===== config.mk =====
export PLATFORM = sky130hd
export DESIGN_NAME = strict_utf8_text_validator
export DESIGN_NICKNAME = d
export VERILOG_FILES = /design/src/sv/utf8v_pkg.sv /design/src/sv/strict_utf8_text_validator.sv
export SDC_FILE = /design/constraint.sdc
export NUM_CORES = 1
export LEC_CHECK = 0
export BUFFER_PORTS_ARGS = -buffer_cell sky130_fd_sc_hd__buf_2
export CAP_MARGIN = 20
export CORE_MARGIN = 10
export CORE_UTILIZATION = 60
export CTS_BUF_LIST = sky130_fd_sc_hd__clkbuf_4 sky130_fd_sc_hd__clkbuf_8
export DETAILED_ROUTE_END_ITERATION = 16
export PLACE_DENSITY = 0.82
export RECOVER_POWER = 50
export SETUP_SLACK_MARGIN = 0.2
export SYNTH_ARGS = -nofsm -noshare
export SYNTH_HDL_FRONTEND = slang
export SYNTH_SLANG_ARGS = --single-unit

===== constraint.sdc =====
create_clock -name clk -period 2.1 [get_ports clk]
set_clock_uncertainty 0.05 [all_clocks]
set_input_delay 0.21 -clock clk [delete_from_list [all_inputs] [get_ports clk]]
set_output_delay 0.21 -clock clk [all_outputs]
set_load 0.005 [all_outputs]

===== src/sv/utf8v_pkg.sv =====
// Constants and the code point check shared by the strict UTF-8 validator.
package utf8v_pkg;

  localparam int unsigned ByteW = 8;
  localparam int unsigned CpW   = 21;
  localparam int unsigned TailW = 2;
  localparam int unsigned ClsW  = 2;

  typedef logic [ByteW-1:0] byte_t;
  typedef logic [CpW-1:0]   cp_t;
  typedef logic [TailW-1:0] tail_t;

  // Sequence length class; it sets the smallest code point that is not overlong.
  typedef enum logic [ClsW-1:0] {
    CLS_NONE  = 2'd0,
    CLS_TWO   = 2'd1,
    CLS_THREE = 2'd2,
    CLS_FOUR  = 2'd3
  } seq_cls_t;

  localparam byte_t LEAD2_LO   = 8'hc2;
  localparam byte_t LEAD2_HI   = 8'hdf;
  localparam byte_t LEAD3_LO   = 8'he0;
  localparam byte_t LEAD3_HI   = 8'hef;
  localparam byte_t LEAD4_LO   = 8'hf0;
  localparam byte_t LEAD4_HI   = 8'hf4;
  localparam byte_t ASCII_TOP  = 8'h7f;

  localparam cp_t MIN_TWO      = 21'h000080;
  localparam cp_t MIN_THREE    = 21'h000800;
  localparam cp_t MIN_FOUR     = 21'h010000;
  localparam cp_t CP_MAX       = 21'h10ffff;
  localparam cp_t SURR_LO      = 21'h00d800;
  localparam cp_t SURR_HI      = 21'h00dfff;
  localparam cp_t CTRL_C0_END  = 21'h000020;
  localparam cp_t DEL_CP       = 21'h00007f;
  localparam cp_t C1_HI        = 21'h00009f;
  localparam cp_t BIDI_A_LO    = 21'h00202a;
  localparam cp_t BIDI_A_HI    = 21'h00202e;
  localparam cp_t BIDI_B_LO    = 21'h002066;
  localparam cp_t BIDI_B_HI    = 21'h002069;

  function automatic logic point_forbidden(input cp_t cp, input seq_cls_t cls);
    cp_t minimum;
    begin
      case (cls)
        CLS_TWO:   minimum = MIN_TWO;
        CLS_THREE: minimum = MIN_THREE;
        CLS_FOUR:  minimum = MIN_FOUR;
        default:   minimum = '0;
      endcase
      point_forbidden = (cp < minimum) || (cp > CP_MAX) ||
                        (cp inside {[SURR_LO:SURR_HI]}) ||
                        (cp < CTRL_C0_END) ||
                        (cp inside {[DEL_CP:C1_HI]}) ||
                        (cp inside {[BIDI_A_LO:BIDI_A_HI]}) ||
                        (cp inside {[BIDI_B_LO:BIDI_B_HI]});
    end
  endfunction

endpackage


===== src/sv/strict_utf8_text_validator.sv =====
// Strict UTF-8 validator: decode state, failure latch and output register.
//
// The block checks a text one byte per transfer and returns one result per input transfer,
// registered, at a sustained rate of one item per clock while out_stall is low. The decode state
// (tail count, partial code point, sequence class, failure latch) updates in the same cycle
// as the input transfer, and the result sits in an output register, so a new item is taken
// whenever the output register is empty or is being emptied in that cycle. A result with
// verdict_ready set closes the text; text_accepted then is the final verdict, and the next
// item starts a fresh text. Mid-text, text_accepted reports whether any failure has latched,
// not counting a sequence still in progress. No memories and no clearing pass after reset.
module strict_utf8_text_validator (
  input  logic                 clk,
  input  logic                 rst_n,
  input  logic                 in_valid,
  output logic                 in_stall,
  input  utf8v_pkg::byte_t     in_text_byte,
  input  logic                 in_byte_present,
  input  logic                 in_end_of_text,
  output logic                 out_valid,
  input  logic                 out_stall,
  output logic                 out_verdict_ready,
  output logic                 out_text_accepted
);
  import utf8v_pkg::*;

  tail_t    tail_left_r, tail_left_nxt;
  cp_t      partial_cp_r, partial_cp_nxt;
  seq_cls_t seq_cls_r, seq_cls_nxt;
  logic     failed_r, failed_nxt;
  logic     out_valid_r, out_valid_nxt;
  logic     verdict_r, verdict_nxt;
  logic     accepted_r, accepted_nxt;
  logic     in_xfer;
  cp_t      shifted_cp;
  tail_t    tail_dec;

  assign in_stall = out_valid_r && out_stall;
  assign in_xfer  = in_valid && !in_stall;

  assign shifted_cp = {partial_cp_r[CpW-7:0], in_text_byte[5:0]};
  assign tail_dec   = tail_left_r - tail_t'(1);

  always_comb begin
    tail_left_nxt  = tail_left_r;
    partial_cp_nxt = partial_cp_r;
    seq_cls_nxt    = seq_cls_r;
    failed_nxt     = failed_r;
    out_valid_nxt  = out_valid_r && out_stall;
    verdict_nxt    = verdict_r;
    accepted_nxt   = accepted_r;

    if (in_xfer) begin
      if (in_byte_present && !failed_r) begin
        if (tail_left_r == '0) begin
          if (in_text_byte <= ASCII_TOP) begin
            if (point_forbidden(cp_t'(in_text_byte), CLS_NONE)) begin
              failed_nxt = 1'b1;
            end
          end else if (in_text_byte inside {[LEAD2_LO:LEAD2_HI]}) begin
            partial_cp_nxt = cp_t'(in_text_byte[4:0]);
            tail_left_nxt  = tail_t'(1);
            seq_cls_nxt    = CLS_TWO;
          end else if (in_text_byte inside {[LEAD3_LO:LEAD3_HI]}) begin
            partial_cp_nxt = cp_t'(in_text_byte[3:0]);
            tail_left_nxt  = tail_t'(2);
            seq_cls_nxt    = CLS_THREE;
          end else if (in_text_byte inside {[LEAD4_LO:LEAD4_HI]}) begin
            partial_cp_nxt = cp_t'(in_text_byte[2:0]);
            tail_left_nxt  = tail_t'(3);
            seq_cls_nxt    = CLS_FOUR;
          end else begin
            failed_nxt = 1'b1;
          end
        end else if (in_text_byte[7:6] != 2'b10) begin
          failed_nxt = 1'b1;
        end else begin
          tail_left_nxt = tail_dec;
          if (tail_dec == '0) begin
            // The sequence is complete: check the whole code point, then drop it.
            if (point_forbidden(shifted_cp, seq_cls_r)) begin
              failed_nxt = 1'b1;
            end
            partial_cp_nxt = '0;
            seq_cls_nxt    = CLS_NONE;
          end else begin
            partial_cp_nxt = shifted_cp;
          end
        end
      end

      // A sequence cut off by the end of the text fails the text.
      if (in_end_of_text && tail_left_nxt != '0) begin
        failed_nxt = 1'b1;
      end

      out_valid_nxt = 1'b1;
      verdict_nxt   = in_end_of_text;
      accepted_nxt  = !failed_nxt;

      if (in_end_of_text) begin
        tail_left_nxt  = '0;
        partial_cp_nxt = '0;
        seq_cls_nxt    = CLS_NONE;
        failed_nxt     = 1'b0;
      end
    end
  end

  always_ff @(posedge clk) begin
    if (!rst_n) begin
      tail_left_r  <= '0;
      partial_cp_r <= '0;
      seq_cls_r    <= CLS_NONE;
      failed_r     <= 1'b0;
      out_valid_r  <= 1'b0;
    end else begin
      tail_left_r  <= tail_left_nxt;
      partial_cp_r <= partial_cp_nxt;
      seq_cls_r    <= seq_cls_nxt;
      failed_r     <= failed_nxt;
      out_valid_r  <= out_valid_nxt;
    end
  end

  always_ff @(posedge clk) begin
    verdict_r  <= verdict_nxt;
    accepted_r <= accepted_nxt;
  end

  assign out_valid         = out_valid_r;
  assign out_verdict_ready = verdict_r;
  assign out_text_accepted = accepted_r;

  // Between sequences no partial code point or class is left behind.
  a_idle_clean: assert property (@(posedge clk) disable iff (!rst_n)
    (tail_left_r == '0) |-> (seq_cls_r == CLS_NONE && partial_cp_r == '0))
    else $error("decode state not clean between sequences");

  // An open sequence never expects more tails than its class allows.
  a_tail_fits_class: assert property (@(posedge clk) disable iff (!rst_n)
    (tail_left_r != '0) |-> (seq_cls_r != CLS_NONE && tail_left_r <= tail_t'(seq_cls_r)))
    else $error("tail count exceeds sequence class");

  // The transfer that ends a text leaves the decoder in its reset state.
  a_end_clears: assert property (@(posedge clk) disable iff (!rst_n)
    (in_xfer && in_end_of_text) |=> (tail_left_r == '0 && !failed_r))
    else $error("state not cleared after end of text");

  // A result that ends a text always follows an input transfer with the end marker.
  a_verdict_source: assert property (@(posedge clk) disable iff (!rst_n)
    $rose(out_valid_r) |-> (verdict_r == $past(in_end_of_text)))
    else $error("verdict flag does not match the ending transfer");

endmodule


# Word level (Yosys, flattened, before mapping)
# Index checks and enable logic that the tools add are counted.
# W data, S select, Z words.
[word_totals]
register_bits = 23
input_bits = 14
output_inout_bits = 4
wordCells = 130
[classes]
add_sub_neg = 1
magnitude_cmp = 28
eq_ne = 7
n_mux = 51
n_reduce_logical = 36
[ops]
columns = ["operator", "n"]
rows = [
  ["$mux W21", 9],
  ["$mux W15", 9],
  ["$pmux W17 S3", 1],
  ["$ge A21 B14 Y1 const B", 2],
  ["$le A21 B14 Y1 const B", 2],
  ["$mux W2", 18],
  ["$le A8 B8 Y1 const B", 4],
  ["$ge A8 B14 Y1 const B", 2],
  ["$le A8 B14 Y1 const B", 2],
  ["$ge A8 B8 Y1 const B", 3],
  ["$ge A21 B16 Y1 const B", 1],
  ["$ge A21 B7 Y1 const B", 1],
  ["$gt A21 B21 Y1 const B", 1],
  ["$le A21 B16 Y1 const B", 1],
  ["$le A21 B8 Y1 const B", 1],
  ["$lt A21 B21 Y1", 1],
  ["$lt A21 B6 Y1 const B", 1],
  ["$lt A8 B21 Y1", 1],
  ["$ge A8 B16 Y1 const B", 1],
  ["$le A8 B16 Y1 const B", 1],
  ["$logic_and A1 B1 Y1", 15],
  ["$mux W1", 14],
  ["$logic_or A1 B1 Y1", 11],
  ["$ge A8 B7 Y1 const B", 1],
  ["14 further kinds", 20],
]

# Depth between registers and ports, before layout
# Gate-level depths: netlist (run 1).
[depth]
ltp_word = 22
depth_mapped = 9

# Worst setup path before layout (run 1)
# OpenSTA, ideal clock, no wires.
[synth_timing]
kind = "reg2reg"
from = "reg partial_cp_r[2]"
to = "reg accepted_r, in the netlist out_text_accepted (data pin)"
t_arrival_ps = 1694
path_slack_ps = 226
stages_incl_launch_ff = 7
n_path_buf = 0
synth_period_minus_slack_ps = 1874
cell_sequence = "dfxtp_1 -> or3_1 -> nor4_4 -> a32o_1 -> o22ai_1 -> a2111oi_2 -> o21a_1"
[synth_via]
elab_chain_len = 15
word_cells_on_any_way = 29
classes_between = "order compare: 11; mux: 7; reduce/logical: 11"
[synth_rtl]
columns = ["item", "line", "text"]
rows = [
  ["start, declared", "strict_utf8_text_validator.sv:27", "cp_t partial_cp_r, partial_cp_nxt;"],
  ["start signal, assigned", "strict_utf8_text_validator.sv:118", "partial_cp_r <= partial_cp_nxt;"],
  ["$lt A21 B21 Y1, or another cell as far along", "utf8v_pkg.sv:52", "point_forbidden = (cp < minimum) || (cp > CP_MAX) ||"],
  ["$logic_or A1 B1 Y1 or $logic_and A1 B1 Y1 (tied branches)", "utf8v_pkg.sv:52, utf8v_pkg.sv:53", ""],
  ["$logic_or A1 B1 Y1", "utf8v_pkg.sv:52", ""],
  ["$logic_or A1 B1 Y1", "utf8v_pkg.sv:53", "(cp inside {[SURR_LO:SURR_HI]}) ||"],
  ["$logic_or A1 B1 Y1", "utf8v_pkg.sv:54", "(cp < CTRL_C0_END) ||"],
  ["$logic_or A1 B1 Y1", "utf8v_pkg.sv:55", "(cp inside {[DEL_CP:C1_HI]}) ||"],
  ["$logic_or A1 B1 Y1 *", "utf8v_pkg.sv:56", "(cp inside {[BIDI_A_LO:BIDI_A_HI]}) ||"],
  ["$mux W1 *", "strict_utf8_text_validator.sv:80", "if (point_forbidden(shifted_cp, seq_cls_r)) begin"],
  ["$mux W1 *", "strict_utf8_text_validator.sv:78", "if (tail_dec == '0) begin"],
  ["$mux W1 *", "strict_utf8_text_validator.sv:74", "end else if (in_text_byte[7:6] != 2'b10) begin"],
  ["$mux W1 *", "strict_utf8_text_validator.sv:54", "if (tail_left_r == '0) begin"],
  ["$mux W1 *", "strict_utf8_text_validator.sv:53", "if (in_byte_present && !failed_r) begin"],
  ["$mux W1 *", "strict_utf8_text_validator.sv:92", "if (in_end_of_text && tail_left_nxt != '0) begin"],
  ["$mux W1 *", "strict_utf8_text_validator.sv:52", "if (in_xfer) begin"],
  ["$logic_not A1 Y1 *", "strict_utf8_text_validator.sv:98", "accepted_nxt = !failed_nxt;"],
  ["end signal, assigned", "strict_utf8_text_validator.sv:127", "accepted_r <= accepted_nxt;"],
  ["end, declared", "strict_utf8_text_validator.sv:32", "logic accepted_r, accepted_nxt;"],
]
# Mark *: on every way between the ends. The rest lies on a longest branch, timed or not. The select of a mux whose other input is x is not followed.
# A chain may end at the register's enable or synchronous reset.

# Worst setup path in the final report (run 1)
# Same ends and word-level chain as after synthesis.

==> out/metrics.sh, run 1 <==
TIMING.CRITICAL_PATH.FANOUT_MAX=3
SYNTHDISTINCTLIBCELLS=52
TRACK_USAGE=0.158
HOLD_VIOLATIONS=0
FINAL_CORE_UTILIZATION=0.736
SETUP_REPAIR_AFTER_GLOBAL_ROUTING_MISSED_ITS_MARGIN='true'
CLKSINKCOUNT=23
DP_WORST_SETUP_SLACK_PS=88.6
POST-ROUTE-MIN-PERIOD_PS=1930
WHS_ENDPOINT='out_valid$_SDFF_PN0_'
WORST_SETUP_PATH_END_KIND='flop'
AREA_DELTA_SYNTH_FINAL_PCT=19.0
N_ANTENNA_CELL=0
POST-CTS-SETUP-BUFFERS=0
WIRE_LENGTH_OF_THE_FIRST_GLOBAL_ROUTING_PASS_MM=6.64
DPL-INSTANCE-AREA_UM2=1680
VDD_DROP_MAX_V=0.000460
DRCVIOLATIONCOUNT=0
NETLIST.AREA_LEADER.SHARE=0.280
SYNTH.CELLS.MOST_FREQUENT='sky130_fd_sc_hd__dfxtp_1 (21), sky130_fd_sc_hd__nor2_1 (15), sky130_fd_sc_hd__nor2b_1 (15)'
ROUTED_VIA_DENSITY=6.65
WORST_R2R_PATH_DEPTH=5
HOLDPATHSTAGES=2
FIRST_ITER_VIOLATIONS=218
INITIAL_CORE_UTIL=0.618
DIE_HEIGHT_UM=70.1
DIE_OUTLINE_AREA_UM2=4910
CORE-AREA_UM2=2430
MAPPEDNETLISTAREA_UM2=1500
ACHIEVABLE-FREQUENCY_MHz=518
REGTOREGENDPOINT='out_text_accepted$_DFFE_PP_'
GRT_MAX_DEGREE=25
ROOT_BUFFER_CELL='sky130_fd_sc_hd__clkbuf_4'
WIRELENGTH_MM=4.00
HOLD_PATH.STARTPOINT='in_valid'
WORST_EP_ARRIVAL_TIME_PS=1980
CTSHTREEMAXLEVEL=1
FRACTION_OF_LAYOUT_CELLS_WITH_A_SIZE_SUFFIX_ABOVE_1=0.246
YS_WARN_COUNT=0
MULTIINPUTGATEAREA_UM2=1030
LAYOUT.CELL_AREA.NON_FILLER_UM2=1790
POWER_LEAKAGE_nW=0.641
FINALCRITPERIODSHARE=0.920
TIGHTESTPINTRANSITION_PS=363
DETAILEDROUTE.FIRSTPASSITERATIONCOUNT=4
POSTSYNTH.ASYNCRESETSHARE=0
TIMING_MAX_TRANSITION_VIOLATIONS_FINAL=0
CTS.REPORTEDPATHS.CLKPINSLEW_PS=130
OUTCOME='completed'
PLACE.PORT_BUFFERS=17
DETAIL-ROUTE-ANTENNA-NETS=0
R2R_START='partial_cp_r[2]$_SDFFE_PN0P_'
POSTSYNTHCELLCOUNT=180
IOS=18
POWER_PER_CELL_AREA_nW_PER_UM2=465
FILLER_CELL_COUNT=202
GR-TOTAL-OVERFLOW=0
YS_TOP_CELLS_BY_AREA='sky130_fd_sc_hd__dfxtp_1 (28%), sky130_fd_sc_hd__nor2b_1 (6.2%), sky130_fd_sc_hd__a22oi_1 (6.0%)'
CTS_INSERTED_BUFFERS=3
YS_SEQ_AREA_FRAC=0.319
TIMING.FINAL.SETUP_VIOLATIONS=0
HPWL_MM=3.00
GPL.FINAL_WEIGHTED_CONGESTION=0.891
MAX_CAP_VIOL_COUNT=0
FINAL_CRITICAL_PATH_SETUP_SLACK_PS=169
CRITPATHREQUIREDTIME_PS=2140
SYNTH_EDF_COUNT=2
TIMING.SLEW.HEADROOM=0.758
SYN_NETS=198
CTSLONGESTPATHBUFFERS=2
DIE_W_UM=70.1
VIA_COUNT=1550
CTSHOLDBUFFERS=0
CLK_LATENCY_PS=320
GRT_ANTENNA_BEFORE_REPAIR=0
SYNTH_FF_TYPE='sky130_fd_sc_hd__dfxtp_1'
YOSYS_REGISTER_BITS=23
MIN_PATH_TYPE='input port to flop'
POST-SYNTH-TOP-COUNT-CELL='sky130_fd_sc_hd__dfxtp_1'
FINAL_NETS=222
TIMING.REG2REG.SETUP_SLACK_PS=170
GRT_PASS1_VIAS=1431
SYNTHDOMINANTAREACELLTYPE='sky130_fd_sc_hd__dfxtp_1'
CTS_TREE='done'
TIMING.SETUP.TNS_PS=0
WORST_HOLD_SLACK_PS=89.9
CRITPATHLAUNCHTYPE='flop'
FF_LATCH_AREA_UM2=482
PLACEMENTROWS=18
DRT-WIRELENGTH-PER-CELL_UM=17.2
SETUP.WORST_PATH.CLASS='flop to flop'
SYN_AVG_CELL_AREA_UM2=8.36
-- cells in the final DEF (no fill, tap or decap), types with 2 or more instances in the layout --
| master | instances |
|---|---|
| sky130_fd_sc_hd__nand2_1 | 12 |
| sky130_fd_sc_hd__o21ai_0 | 7 |
| sky130_fd_sc_hd__dfxtp_1 | 20 |
| sky130_fd_sc_hd__o211ai_1 | 3 |
| sky130_fd_sc_hd__clkbuf_4 | 3 |
| sky130_fd_sc_hd__buf_4 | 11 |
| sky130_fd_sc_hd__nor4_1 | 2 |
| sky130_fd_sc_hd__nor3_1 | 2 |
| sky130_fd_sc_hd__clkbuf_1 | 5 |
| sky130_fd_sc_hd__edfxtp_1 | 2 |
| sky130_fd_sc_hd__nand4_1 | 2 |
| sky130_fd_sc_hd__nand4b_1 | 2 |
| sky130_fd_sc_hd__a211o_1 | 3 |
| sky130_fd_sc_hd__nand3_1 | 11 |
| sky130_fd_sc_hd__buf_2 | 12 |
| sky130_fd_sc_hd__o21a_1 | 3 |
| sky130_fd_sc_hd__inv_1 | 5 |
| sky130_fd_sc_hd__nand2b_1 | 2 |
| sky130_fd_sc_hd__a21oi_1 | 4 |
| sky130_fd_sc_hd__nor2_1 | 13 |
| sky130_fd_sc_hd__and3_1 | 3 |
| sky130_fd_sc_hd__a22oi_1 | 12 |
| sky130_fd_sc_hd__nor2b_1 | 14 |
| sky130_fd_sc_hd__ha_1 | 4 |
| sky130_fd_sc_hd__o22ai_1 | 3 |
| sky130_fd_sc_hd__o21ai_1 | 3 |
-- cell type report --
| class | instances | share of cell area |
|---|---|---|
| Multi-Input combinational cell | 141 | 0.576 |
| Sequential cell | 23 | 0.269 |
| Timing Repair Buffer | 30 | 0.108 |
| Tap cell | 30 | 0.0210 |
| Clock inverter | 1 | 0.00280 |
| Clock buffer | 3 | 0.0126 |
| Inverter | 5 | 0.0105 |
-- how the worst max path moves through the flow --
stage                                      start                     endpoint  depth (start not counted)
finish              partial_cp_r[2]$_SDFFE_PN0P_  out_text_accepted$_DFFE_PP_                          5
global route         tail_left_r[1]$_SDFFE_PN0P_  out_text_accepted$_DFFE_PP_                          8
CTS                 partial_cp_r[0]$_SDFFE_PN0P_  out_text_accepted$_DFFE_PP_                          6
detailed placement               in_text_byte[4]  out_text_accepted$_DFFE_PP_                          7
global placement                 in_text_byte[4]  out_text_accepted$_DFFE_PP_                          7
floorplan           partial_cp_r[2]$_SDFFE_PN0P_  out_text_accepted$_DFFE_PP_                          6
-- stage by stage --
stage	instances	power (W)
2_1_floorplan	180	0.000563
3_3_place_gp	229	0.000614
3_5_place_dp	229	0.000617
4_1_cts	233	0.000821
5_1_grt	233	0.000868
6_report	233	0.000832
-- what timing repair did --
item                       in CTS  in global routing
setup endpoints to repair      17                 19
cloned                          0                  0
resized for setup               3                 20
pin swaps                       1                  4
-- power breakdown --
group / switching, W / internal (W)
Combinational: 0.0000930 / 0.0000698
Sequential: 0.00000712 / 0.000452
Clock: 0.000139 / 0.0000714
-- critical path, cell delays in order, from the launching register on --
cell	delay, ps
sky130_fd_sc_hd__dfxtp_2	350
sky130_fd_sc_hd__or3_4	410
sky130_fd_sc_hd__or4_1	410
sky130_fd_sc_hd__nor2_1	200
sky130_fd_sc_hd__a2111oi_4	100
sky130_fd_sc_hd__o21a_1	180
-- cell families after synthesis --
kind of cell | share of synthesized area
AOI/OAI and AO/OA | 0.274
adders and majority gates | 0.0333
buffers and inverters | 0.0532
DFF | 0.319
muxes | 0.00666
and+or+nand+nor | 0.314
-- routing by layer --
layer | global-route usage | vias up | part of all wire
li1 | - | 729 | -
met1 | 0.217 | 733 | 0.44
met2 | 0.247 | 79 | 0.44
met3 | 0.0297 | 9 | 0.090
met4 | 0.0351 | 0 | 0.024
met5 | 0 | - | 0
-- state kept, by name, summed over array words and instances, names as in the netlist --
| name | cells |
|---|---|
| seq_cls_r | 2 |
| tail_left_r | 2 |
| out_text_accepted | 1 |
| out_valid | 1 |
| failed_r | 1 |
| partial_cp_r | 15 |
| out_verdict_ready | 1 |
Note: power is estimated with default switching activity, not from simulation.
==> inputs of run 2 (changes only) <==
RECOVER_POWER = 25   (was 50)
==> run 2 against run 1 <==
Effect of this change: hold slack lost 7.1 ps; wire length up 0.15%; clock power about the same; register-to-register slack about the same; flip-flop and latch count unchanged; worst setup slack worse by 4.8 ps; combinational power about the same; critical endpoint unchanged; largest cell class unchanged.
==> out/metrics.sh, run 2 (synthesized netlist as in run 1, its figures left out) <==
FINAL_COMMON_CELL='sky130_fd_sc_hd__dfxtp_1'
IOS=18
WORST_SETUP_PATH_END_KIND='flop'
FINAL_NETS=222
DIE_OUTLINE_AREA_UM2=4910
CELL_COUNT_POST_PLACEMENT=229
FINALCRITPERIODSHARE=0.922
PLACE.PORT_BUFFERS=17
INITIAL_CORE_UTIL=0.618
DPL-INSTANCE-AREA_UM2=1680
CPMAXSTAGEDELAYCELL='sky130_fd_sc_hd__or3_4'
CTS_INSERTED_BUFFERS=3
ACHIEVABLE-FREQUENCY_MHz=516
CLK_LATENCY_PS=330
ROUTED_VIA_DENSITY=6.57
DRCVIOLATIONCOUNT=0
CTS.REPORTEDPATHS.CLKPINSLEW_PS=130
FF_LATCH_AREA_UM2=483
TIMING.SETUP.TNS_PS=0
DRT-WIRELENGTH-PER-CELL_UM=17.2
HOLD_PATH.STARTPOINT='in_valid'
CTSHTREEMAXLEVEL=1
SETUP_REPAIR_AFTER_GLOBAL_ROUTING_MISSED_ITS_MARGIN='true'
PLACEMENTROWS=18
GRT_MAX_DEGREE=25
POST-ROUTE-MIN-PERIOD_PS=1940
WORST_EP_ARRIVAL_TIME_PS=1990
GRT_ANTENNA_BEFORE_REPAIR=0
LARGEST_REG_FLOPS=15
FRACTION_OF_LAYOUT_CELLS_WITH_A_SIZE_SUFFIX_ABOVE_1=0.261
CRITPATHLAUNCHTYPE='flop'
GRT_PASS1_VIAS=1431
SETUP.WORST_PATH.CLASS='flop to flop'
VIA_COUNT=1531
REGTOREGENDPOINT='out_text_accepted$_DFFE_PP_'
POWER_LEAKAGE_nW=0.645
TIMING.REG2REG.SETUP_SLACK_PS=160
CORE-AREA_UM2=2430
N_ANTENNA_CELL=0
CP_TOP_FAMILY='simple AND/OR/NAND/NOR gates'
DETAIL-ROUTE-ANTENNA-NETS=0
TIGHTESTPINTRANSITION_PS=365
WORST_PATH_LARGEST_CELL_DELAY_PS=410
FINALPOWER_W=0.000835
GR-TOTAL-OVERFLOW=0
DIE_W_UM=70.1
CRIT_BUF_INV=0
HOLDPATHSTAGES=2
MOSTFREQUENTLAYOUTCELLS='sky130_fd_sc_hd__dfxtp_1 (19), sky130_fd_sc_hd__nor2b_1 (14), sky130_fd_sc_hd__nor2_1 (13), sky130_fd_sc_hd__buf_2 (13), sky130_fd_sc_hd__a22oi_1 (12)'
MAX_CAP_VIOL_COUNT=0
FIRST_ITER_VIOLATIONS=169
WHS_ENDPOINT='out_valid$_SDFF_PN0_'
TIMING.CRITICAL_PATH.FANOUT_MAX=3
CTS_TREE='done'
REGMOSTFLOPS='partial_cp_r'
CRITPATHREQUIREDTIME_PS=2150
CTSLONGESTPATHBUFFERS=2
FINAL_CRITICAL_PATH_SETUP_SLACK_PS=164
OUTCOME='completed'
WIRELENGTH_MM=4.01
CTSHOLDBUFFERS=0
HPWL_MM=3.00
FINAL_CELL_COUNT_NO_FILL=233
TIMING_MAX_TRANSITION_VIOLATIONS_FINAL=0
LARGESTREGISTERS='partial_cp_r x15, seq_cls_r x2, tail_left_r x2'
TIMING.FINAL.SETUP_VIOLATIONS=0
R2R_START='partial_cp_r[2]$_SDFFE_PN0P_'
VDD_DROP_MAX_V=0.000462
FILLER_CELL_COUNT=203
MIN_PATH_TYPE='input port to flop'
WIRE_LENGTH_OF_THE_FIRST_GLOBAL_ROUTING_PASS_MM=6.64
TRACK_USAGE=0.158
WORST_R2R_PATH_DEPTH=5
TIMING.SLEW.HEADROOM=0.757
GPL.FINAL_WEIGHTED_CONGESTION=0.891
CLKSINKCOUNT=23
POWER_PER_CELL_AREA_nW_PER_UM2=465
ROOT_BUFFER_CELL='sky130_fd_sc_hd__clkbuf_4'
HOLD_VIOLATIONS=0
LAYOUT.CELL_AREA.NON_FILLER_UM2=1790
AREA_DELTA_SYNTH_FINAL_PCT=19.3
DP_WORST_SETUP_SLACK_PS=88.6
DIE_HEIGHT_UM=70.1
CRITICAL_PATH.CELL_CHAIN='or3_4 > or4_1 > nor2_1 > a2111oi_4 > o21a_1'
DETAILEDROUTE.FIRSTPASSITERATIONCOUNT=4
MULTIINPUTGATEAREA_UM2=1030
run 2: changes by cell type in the layout (fill, tap and decap cells not counted):
cell,previous run,this run
sky130_fd_sc_hd__nand2_1,12,11
sky130_fd_sc_hd__o21ai_0,7,5
sky130_fd_sc_hd__clkbuf_1,5,4
sky130_fd_sc_hd__dfxtp_1,20,19
sky130_fd_sc_hd__dfxtp_2,1,2
sky130_fd_sc_hd__o21ai_1,3,5
sky130_fd_sc_hd__nand2_2,1,2
sky130_fd_sc_hd__buf_2,12,13
run 2: cell type report:
cell class                 count  share of cell area
inverter                       5              0.0105
timing repair buffer          30               0.108
tap                           30              0.0209
multi-input combinational    141               0.576
clock buffer                   3              0.0126
clock inverter                 1             0.00279
sequential                    23               0.269
run 2: metal layers:
layer  track usage  up-vias  wire length [um]
li1              -      727                 -
met1         0.217      720              1770
met2         0.247       75              1780
met3        0.0297        9               370
met4        0.0351        0                98
met5             0        -                 0
run 2: timing repair:
| item | CTS | global route |
|---|---|---|
| buffers inserted | 0 | 0 |
| gates resized for setup | 3 | 20 |
| endpoints found under the setup margin | 17 | 19 |
| pin swaps | 1 | 4 |
run 2: power breakdown:
group / switching (W) / internal, W
logic: 0.0000930 / 0.0000703
registers: 0.00000713 / 0.000452
clock network: 0.000141 / 0.0000716
run 2: stage by stage:
| step | hold WS, ps | util |
|---|---|---|
| after floorplan | 254 | - |
| after global placement | 381 | 0.689 |
| after detailed placement | 391 | 0.689 |
| after CTS | 71.7 | 0.706 |
| after global routing | 98.4 | 0.738 |
| final | 82.8 | 0.738 |
run 2: how the worst max path moves through the flow:
stage                                             from                     endpoint  slack (ps)  depth (start not counted)
after floorplan           partial_cp_r[2]$_SDFFE_PN0P_  out_text_accepted$_DFFE_PP_         230                          6
after global placement                 in_text_byte[4]  out_text_accepted$_DFFE_PP_         150                          7
after detailed placement               in_text_byte[4]  out_text_accepted$_DFFE_PP_          90                          7
after CTS                 partial_cp_r[0]$_SDFFE_PN0P_  out_text_accepted$_DFFE_PP_         170                          6
after global routing       tail_left_r[1]$_SDFFE_PN0P_  out_text_accepted$_DFFE_PP_          90                          8
final                     partial_cp_r[2]$_SDFFE_PN0P_  out_text_accepted$_DFFE_PP_         160                          5
